--- config.mk ---
export PLATFORM = sky130hd
export DESIGN_NAME = dpd_ctrl
export DESIGN_NICKNAME = d
export VERILOG_FILES = /design/src/dpd_pkg.sv /design/src/dpd_ctrl.sv
export SDC_FILE = /design/constraint.sdc
export NUM_CORES = 1
export LEC_CHECK = 0
export ABC_AREA = 1
export BUFFER_PORTS_ARGS = -buffer_cell sky130_fd_sc_hd__buf_2
export CAP_MARGIN = 0
export CORE_MARGIN = 2
export CORE_UTILIZATION = 41
export DETAILED_ROUTE_END_ITERATION = 10
export GPL_TIMING_DRIVEN = 0
export PLACE_DENSITY = 0.75
export SYNTH_ARGS = -nofsm -noshare
export SYNTH_HDL_FRONTEND = slang
export SYNTH_SLANG_ARGS = --single-unit
export TNS_END_PERCENT = 5
--- constraint.sdc ---
create_clock -name clk -period 1.25 [get_ports clk]
set_input_delay 0.3125 -clock clk [delete_from_list [all_inputs] [get_ports clk]]
set_output_delay 0.3125 -clock clk [all_outputs]
set_load 0.02 [all_outputs]
--- src/dpd_pkg.sv ---
// Shared types and constants for the pixel deprojection pipeline.
package dpd_pkg;

  // Pipeline stages in each section, and in total.
  localparam int NORM_STAGES  = 2;
  localparam int DIST_STAGES  = 10;
  localparam int SCALE_STAGES = 2;
  localparam int STAGES       = NORM_STAGES + DIST_STAGES + SCALE_STAGES;

  // Normalized coordinate (Q.20, clamped) and undistorted coordinate widths.
  localparam int XN_W = 23;
  localparam int U_W  = 46;

  // Configuration register indexes.
  typedef enum logic [2:0] {
    REG_PRINCIPAL_POINT = 3'd0,
    REG_INV_FOCAL_X     = 3'd1,
    REG_INV_FOCAL_Y     = 3'd2,
    REG_RADIAL_K1       = 3'd3,
    REG_RADIAL_K2       = 3'd4,
    REG_RADIAL_K3       = 3'd5,
    REG_TANGENTIAL_P1   = 3'd6,
    REG_TANGENTIAL_P2   = 3'd7
  } cfg_reg_t;

  // Data that rides along with each item.
  typedef struct packed {
    logic [15:0] depth;
    logic        sat;
  } side_t;

  // Per-stage load enables and valid bits.
  typedef struct packed {
    logic [STAGES-1:0] en;
    logic [STAGES-1:0] vld;
  } pipe_ctl_t;

endpackage

--- src/dpd_ctrl.sv ---
// Valid bits and per-stage load enables for the deprojection pipeline.
module dpd_ctrl (
  input  logic               clk,
  input  logic               rst,
  input  logic               in_valid,
  input  logic               out_stall,
  output logic               in_stall,
  output logic               out_valid,
  output dpd_pkg::pipe_ctl_t ctl
);
  import dpd_pkg::*;

  logic [STAGES-1:0] vld;
  logic [STAGES-1:0] ready;

  // A stage may load when it or any stage after it is empty, or out_stall is low.
  always_comb begin
    logic [STAGES-1:0] low;
    for (int i = 0; i < STAGES; i++) begin
      low      = (STAGES'(1) << i) - STAGES'(1);
      ready[i] = !out_stall || !(&(vld | low));
    end
  end

  always_ff @(posedge clk) begin
    if (rst) begin
      vld <= '0;
    end else begin
      if (ready[0]) vld[0] <= in_valid;
      for (int i = 1; i < STAGES; i++) begin
        if (ready[i]) vld[i] <= vld[i-1];
      end
    end
  end

  assign ctl.en    = ready;
  assign ctl.vld   = vld;
  assign in_stall  = !ready[0];
  assign out_valid = vld[STAGES-1];

endmodule

==> results.json <==
{
  "drive_above_1_share_pct": 63.2,
  "max_cap_viol_count": 0,
  "slew_violations": 0,
  "cts_htree_levels": 1,
  "antenna_cells": 0,
  "io_buffers": 33,
  "syn_area_per_cell_um2": 7.52,
  "worst-setup-path-type": "register to output pin",
  "die_area_um2": 1830,
  "die_w_um": 42.8,
  "path_clk_slew_ns": 0.08,
  "hold_viol": 0,
  "crit_required_ns": 0.94,
  "synthesis.area_um2": 617,
  "largest-register": "vld",
  "largest_registers": "vld x14",
  "power_w": 0.000794,
  "power.density_nw_per_um2": 769,
  "layout_min_cycle_time_ns": 1.53,
  "yosysWarningCount": 0,
  "fin_nets": 130,
  "routedWlPerCell_um": 12.6,
  "ir_drop_mv": 0.597,
  "clock-sinks": 14,
  "largest_register_ffs": 14,
  "cp-end-kind": "output pin",
  "row_count": 13,
  "drt_iter0_markers": 9,
  "clock-root-buffer": "clkbuf_4",
  "setup.worst_path.start_class": "register",
  "p_leak_nw": 0.471,
  "gr-total-overflow": 0,
  "wl_mm": 1.76,
  "area_growth_pct": 67.5,
  "rsz0062_at_grt": "yes",
  "worstMarginPinSlew_ns": 0.199,
  "clk_path_buf_depth": 2,
  "critical_path_peak_fanout": 4,
  "grt_pass1_vias": 665,
  "antenna_found_initial": 0,
  "core-area_um2": 1350,
  "fillers": 101,
  "drc": 0,
  "vias": 679,
  "layout_commonest_cell": "buf_2",
  "fin_setup_tns_ns": -3.33,
  "ant_nets": 0,
  "cts_tree": "built",
  "synth_fp_nets": 86,
  "violations": "negative setup slack",
  "grt_use_total_pct": 22.8,
  "viasPerCell": 4.85,
  "cts_buffers": 3,
  "period_share_pct": 122,
  "yosysSeqAreaShare_pct": 45.4,
  "die_y_um": 42.8,
  "synth_cells": 82,
  "layout_common_cells": "buf_2, inv_1, a21oi_1",
  "grt_pass1_wl_mm": 3.02,
  "synth_cell_types": 14,
  "status": "finished with violations",
  "setup_ws_ns": -0.276,
  "grt_start_max_net_pins": 11,
  "relSlewSlack_pct": 86.7,
  "fmax_mhz": 656,
  "setup_viol": 15,
  "dr.pass1.iters": 4,
  "critical_path_arrival_ns": 1.21,
  "hold_path_class": "primary input to register",
  "dpl_worst_slack_ns": -0.0702,
  "io_pins": 34,
  "dp_hpwl_mm": 1.19,
  "place_congestion": 0.779,
  "synth-seq-cells": 14,
  "fin_skew_ns": 0.00585,
  "initial_core_util_pct": 45.7,
  "reg2reg_setup_slack_ns": 0.17,
  "clk_latency_ns": 0.28
}
-- per-layer routing --
metal	GRT usage, %	up-vias	share of wire, %	wire length [um]
met1	27.2	304	42	736
li1	-	344	-	-
met4	15.6	0	2.0	35
met5	0	-	0	0
met3	5.11	6	5.3	93
met2	36.1	25	51	896
-- where the power goes --
group          switching [W]  internal [W]  leakage (nW)
clock               0.000142      0.000177        0.0210
combinational      0.0000224     0.0000119         0.328
sequential        0.00000449      0.000437         0.122
-- timing repair --
| item | in CTS | in global routing |
|---|---|---|
| setup buffers | 3 | 2 |
| endpoints found under the setup margin | 15 | 17 |
| gates cloned | 1 | 0 |
| gates resized for setup | 21 | 8 |
| hold buffers | 0 | 0 |
| pin swaps | 9 | 4 |
| hold endpoints to repair | 0 | 0 |
-- area by class of cell --
type	instances	area, um^2	area share (%)
multi-input combinational	49	338	32.7
sequential	14	315	30.5
timing repair buffer	38	243	23.5
inverter	18	70.1	6.78
clock buffer	4	36.3	3.51
tap	15	18.8	1.82
buffer	2	12.5	1.21
-- through the flow --
| stage | instances | util, % | hold slack, ns | instance area [um^2] |
|---|---|---|---|---|
| after floorplan | 82 | - | 0.372 | 671 |
| final | 140 | 76.6 | 0.245 | 1030 |
| after global placement | 130 | 63.3 | 0.444 | 855 |
| after CTS | 138 | 73.9 | 0.235 | 997 |
| after global routing | 140 | 76.6 | 0.241 | 1030 |
| after detailed placement | 130 | 63.3 | 0.458 | 855 |
-- path summary, 6_finish.rpt --
path / cells past startpoint / start / end
max: 5 / vld[13]$_SDFFE_PP0P_ / in_stall
min reg2reg: 2 / vld[2]$_SDFFE_PP0P_ / vld[3]$_SDFFE_PP0P_
min: 2 / rst / vld[9]$_SDFFE_PP0P_
max reg2reg: 5 / vld[11]$_SDFFE_PP0P_ / vld[1]$_SDFFE_PP0P_
-- worst max-delay path, stage by stage, from the launching register on --
cell	delay [ns]
dfxtp_4	0.38
nand2_8	0.08
nor2_4	0.15
nand4_4	0.15
inv_4	0.07
buf_6	0.11
-- cells by family after synthesis --
group           count (synthesis)  share of synthesized area, %
simple gates                   35                          29.8
flops                          14                          45.4
compound gates                 13                          11.8
buf+inv                        20                          13.0
-- cell usage after synthesis --
cell type | n | area (um^2)
dfxtp_1 | 14 | 280
nor2_2 | 2 | 12.5
nor2_8 | 1 | 20.0
nand4_1 | 3 | 18.8
buf_4 | 1 | 7.51
nand2_1 | 15 | 56.3
a21oi_1 | 11 | 55.1
nand3_1 | 3 | 15.0
nand4_2 | 2 | 25.0
nand2_2 | 1 | 6.26
a21oi_2 | 2 | 17.5
nor2_1 | 8 | 30.0
inv_1 | 18 | 67.6
buf_2 | 1 | 5.00
No activity file was read; power rests on OpenSTA's default activity.
