`config.mk`:
```
export PLATFORM = sky130hd
export DESIGN_NAME = dpd_norm
export DESIGN_NICKNAME = d
export VERILOG_FILES = /design/src/dpd_pkg.sv /design/src/dpd_norm.sv
export SDC_FILE = /design/constraint.sdc
export NUM_CORES = 2
export LEC_CHECK = 0
export ABC_CLOCK_PERIOD_IN_PS = 29300
export BUFFER_PORTS_ARGS = -buffer_cell sky130_fd_sc_hd__buf_2
export CORE_MARGIN = 2
export CORE_UTILIZATION = 33
export CTS_CLUSTER_SIZE = 10
export DETAILED_ROUTE_END_ITERATION = 8
export GPL_TIMING_DRIVEN = 0
export PLACE_DENSITY = 0.51
export SETUP_SLACK_MARGIN = 0.3
export SLEW_MARGIN = 20
export SYNTH_ARGS = -nofsm -noshare
export SYNTH_HDL_FRONTEND = slang
export SYNTH_SLANG_ARGS = --single-unit
```
`constraint.sdc`:
```
create_clock -name clk -period 29.3 [get_ports clk]
set_clock_uncertainty 0.1 [all_clocks]
set_input_delay 4.395 -clock clk [delete_from_list [all_inputs] [get_ports clk]]
set_output_delay 4.395 -clock clk [all_outputs]
set_load 0.02 [all_outputs]
```
`src/dpd_pkg.sv`:
```
// Shared types and constants for the pixel deprojection pipeline.
package dpd_pkg;

  // Pipeline stages in each section, and in total.
  localparam int NORM_STAGES  = 2;
  localparam int DIST_STAGES  = 10;
  localparam int SCALE_STAGES = 2;
  localparam int STAGES       = NORM_STAGES + DIST_STAGES + SCALE_STAGES;

  // Normalized coordinate (Q.20, clamped) and undistorted coordinate widths.
  localparam int XN_W = 23;
  localparam int U_W  = 46;

  // Configuration register indexes.
  typedef enum logic [2:0] {
    REG_PRINCIPAL_POINT = 3'd0,
    REG_INV_FOCAL_X     = 3'd1,
    REG_INV_FOCAL_Y     = 3'd2,
    REG_RADIAL_K1       = 3'd3,
    REG_RADIAL_K2       = 3'd4,
    REG_RADIAL_K3       = 3'd5,
    REG_TANGENTIAL_P1   = 3'd6,
    REG_TANGENTIAL_P2   = 3'd7
  } cfg_reg_t;

  // Data that rides along with each item.
  typedef struct packed {
    logic [15:0] depth;
    logic        sat;
  } side_t;

  // Per-stage load enables and valid bits.
  typedef struct packed {
    logic [STAGES-1:0] en;
    logic [STAGES-1:0] vld;
  } pipe_ctl_t;

endpackage

```
`src/dpd_norm.sv`:
```
// Principal point offset, reciprocal focal scaling, rounding and clamp to Q.20.
module dpd_norm #(
  parameter int PIXEL_FRAC_BITS = 8
) (
  input  logic                             clk,
  input  logic [dpd_pkg::NORM_STAGES-1:0]  en,
  input  logic [19:0]                      pixel_x,
  input  logic [19:0]                      pixel_y,
  input  logic [15:0]                      depth,
  input  logic [19:0]                      pp_x,
  input  logic [19:0]                      pp_y,
  input  logic [31:0]                      inv_fx,
  input  logic [31:0]                      inv_fy,
  output logic signed [dpd_pkg::XN_W-1:0]  xn,
  output logic signed [dpd_pkg::XN_W-1:0]  yn,
  output dpd_pkg::side_t                   side
);
  import dpd_pkg::*;

  localparam int NS = PIXEL_FRAC_BITS + 12;
  localparam logic signed [53:0] HALF    = 54'sd1 <<< (NS - 1);
  localparam logic signed [53:0] NORM_HI = 54'sd4194303;
  localparam logic signed [53:0] NORM_LO = -54'sd4194304;

  logic signed [20:0] dx, dy;
  logic signed [53:0] mx, my;
  logic [15:0]        d0;
  logic signed [53:0] sx, sy;
  logic signed [XN_W-1:0] cx, cy;
  logic               clip;

  assign dx = $signed({1'b0, pixel_x}) - $signed({1'b0, pp_x});
  assign dy = $signed({1'b0, pixel_y}) - $signed({1'b0, pp_y});

  always_ff @(posedge clk) begin
    if (en[0]) begin
      mx <= dx * $signed({1'b0, inv_fx});
      my <= dy * $signed({1'b0, inv_fy});
      d0 <= depth;
    end
  end

  always_comb begin
    sx   = (mx + HALF) >>> NS;
    sy   = (my + HALF) >>> NS;
    clip = 1'b0;
    if (sx > NORM_HI) begin
      cx = XN_W'(NORM_HI);
      clip = 1'b1;
    end else if (sx < NORM_LO) begin
      cx = XN_W'(NORM_LO);
      clip = 1'b1;
    end else begin
      cx = XN_W'(sx);
    end
    if (sy > NORM_HI) begin
      cy = XN_W'(NORM_HI);
      clip = 1'b1;
    end else if (sy < NORM_LO) begin
      cy = XN_W'(NORM_LO);
      clip = 1'b1;
    end else begin
      cy = XN_W'(sy);
    end
  end

  always_ff @(posedge clk) begin
    if (en[1]) begin
      xn         <= cx;
      yn         <= cy;
      side.depth <= d0;
      side.sat   <= clip;
    end
  end

endmodule

```
==> flow_summary.json <==
{
  "first_iter_violations": 2703,
  "nets": 7777,
  "vias_per_cell": 4.96,
  "layout_common_cells": "inv_1, fa_1, nand2_1",
  "synth-async-reset-ratio": 0,
  "grt_util_all_layers": 0.213,
  "dpl.hpwl_mm": 145,
  "cts_setup_buffers": 0,
  "crit_type": "in2reg",
  "grt_pass1_wl_mm": 261,
  "synth_fp_nets": 7535,
  "route.detailed.drc": 0,
  "regArea_um2": 4470,
  "synthFlopType": "edfxtp_1",
  "syn_area_um2": 52000,
  "clockBufferDepth": 2,
  "worstSkewPairLatency_ns": 0.45,
  "io-pin-count": 226,
  "synth_edf_count": 149,
  "status": "finished, final reports clean",
  "die_w_um": 401,
  "maxCapViolCount": 0,
  "yosysSeqAreaShare": 0.0861,
  "startpoint": "pixel_x[0]",
  "dr.pass1.iters": 5,
  "worst_pin_slew_ns": 1.22,
  "arrival_ns": 15.89,
  "overflow": 0,
  "slowest_delay_ns": 0.81,
  "finalSetupViolations": 0,
  "final_common_cell": "inv_1",
  "crit_path_top_delay_cell": "a22oi_1",
  "relSlewSlack": 0.184,
  "core_area_um2": 156000,
  "rsz0062_at_grt": "false",
  "rows": 145,
  "critPathRequiredTime_ns": 29.37,
  "ys_seq_elements": 149,
  "grt_pass1_vias": 43062,
  "worstHoldPathType": "reg2reg",
  "fp.dieH_um": 401,
  "synth_cells": 5804,
  "cts_made_buffers": 17,
  "cts_root_buffer": "clkbuf_16",
  "synth_top_area_share": 0.438,
  "yosys_warnings": 0,
  "maxSlewViolCount": 0,
  "fin_crit_sh": 0.540,
  "min_from": "d0[13]",
  "path_common_cell": "fa_1",
  "gp_congestion": 0.912,
  "cts-htree-levels": 4,
  "path_clk_slew_ns": 0.07,
  "avgSynthCellArea_um2": 8.95,
  "synth.distinct_cells": 85,
  "antenna_found_initial": 7,
  "placed_area_um2": 55800,
  "area_growth_pct": 8.43,
  "layout-drive-gt1-share": 0.0545,
  "stdcell_area_um2": 56300,
  "startpoint_type": "input pin",
  "n_fill_cell": 16283,
  "wire_per_inst_um": 20.8,
  "cts_num_sinks": 149,
  "grt_max_degree": 45,
  "route.vias.total": 40267,
  "end_kind": "register",
  "wl_mm": 169,
  "synth_top_area_cell": "fa_1",
  "cts_resized": 0,
  "holdBufCountCts": 0,
  "min_period_ns": 15.81,
  "cp_max_fo": 10,
  "fmax_mhz": 63.2,
  "io_buffers": 220,
  "r2r_start": "my[19]",
  "hold_viol_final": 0,
  "ant_nets": 0,
  "tritoncts": "done",
  "die_area_um2": 161000,
  "setup_tns_ns": 0,
  "start_util": 0.333,
  "multi_input_area_um2": 41100,
  "synth_area_leaders": "fa_1, ha_1, inv_1"
}
-- layout make-up --
class	count	area share
clock inverters	14	0.00264
inverters	1384	0.0922
repair buffers	223	0.0205
multi-input cells	3948	0.729
plain buffers	323	0.0223
diodes	1	0.0000444
well taps	2058	0.0457
flip-flops and latches	149	0.0794
clock buffers	18	0.00762
-- flip-flops by register name (all words and copies together) (netlist names) --
register / flops
yn: 23
mx: 35
d0: 16
xn: 23
my: 35
side: 17
-- cells by family after synthesis --
family	Yosys count	share of synthesized area
flops	149	0.0861
simple gates	1776	0.162
mux	5	0.00101
xor+xnor	145	0.0246
compound gates	454	0.0600
fa+ha+maj	1568	0.542
buf+inv	1707	0.124
-- worst max-delay path: cells and delay by family --
| kind | cells | cell delay [ns] |
|---|---|---|
| buf+inv | 7 | 0.95 |
| xor+xnor | 1 | 0.76 |
| fa+ha+maj | 10 | 4.42 |
| simple gates | 3 | 0.50 |
| compound gates | 14 | 4.84 |
-- cells in the mapped netlist, types with 5 or more instances --
master     number
inv_1        1382
fa_1         1136
nand2_1       970
ha_1          432
clkbuf_1      306
and2_1        268
edfxtp_1      149
nor2_1        112
nand3_1       110
a21oi_1        91
xnor2_1        77
o21ai_0        68
xor2_1         67
nand2b_1       63
and3_1         43
a21o_1         40
nand4_1        39
a211oi_1       30
a31oi_1        29
nor3_1         29
or3_1          25
or2_2          21
nor3b_1        20
o21a_1         20
o21ai_1        20
a311oi_1       18
a211o_1        17
o21bai_1       17
o311ai_0       16
nor2b_1        12
nand4bb_1      11
o21ai_2        11
and4_1         10
nand3b_1        9
nand4b_1        9
o31ai_1         9
o211ai_1        8
buf_2           7
a2111oi_0       6
nor4_1          6
a21boi_0        5
nor4b_1         5
o41ai_1         5
-- metal layers --
metal,GRT usage,wire [um]
met1,0.275,68900
met2,0.369,83700
met3,0.0276,10400
met4,0.0649,6090
met5,0.00297,83
-- stage by stage --
stage          utilization  hold slack, ns  worst slack [ns]  cells
3_3_place_gp         0.356           0.300             12.84   8082
3_5_place_dp         0.357           0.305             12.91   8085
6_report             0.361           0.314             13.49   8118
2_1_floorplan            -           0.300             16.31   5804
5_1_grt              0.361           0.322             12.66   8117
4_1_cts              0.361           0.318             13.35   8117
-- final timing paths --
check	cells past startpoint	endpoint	slack (ns)
worst min-delay path	0	side[14]	0.31
worst max-delay path	35	mx[53]	13.49
worst max register to register	12	yn[18]	25.89
worst min register to register	0	side[14]	0.31
Power is left out: the tool's default activity adds up to more than one toggle a clock period on the data nets, which glitch-free logic cannot reach.
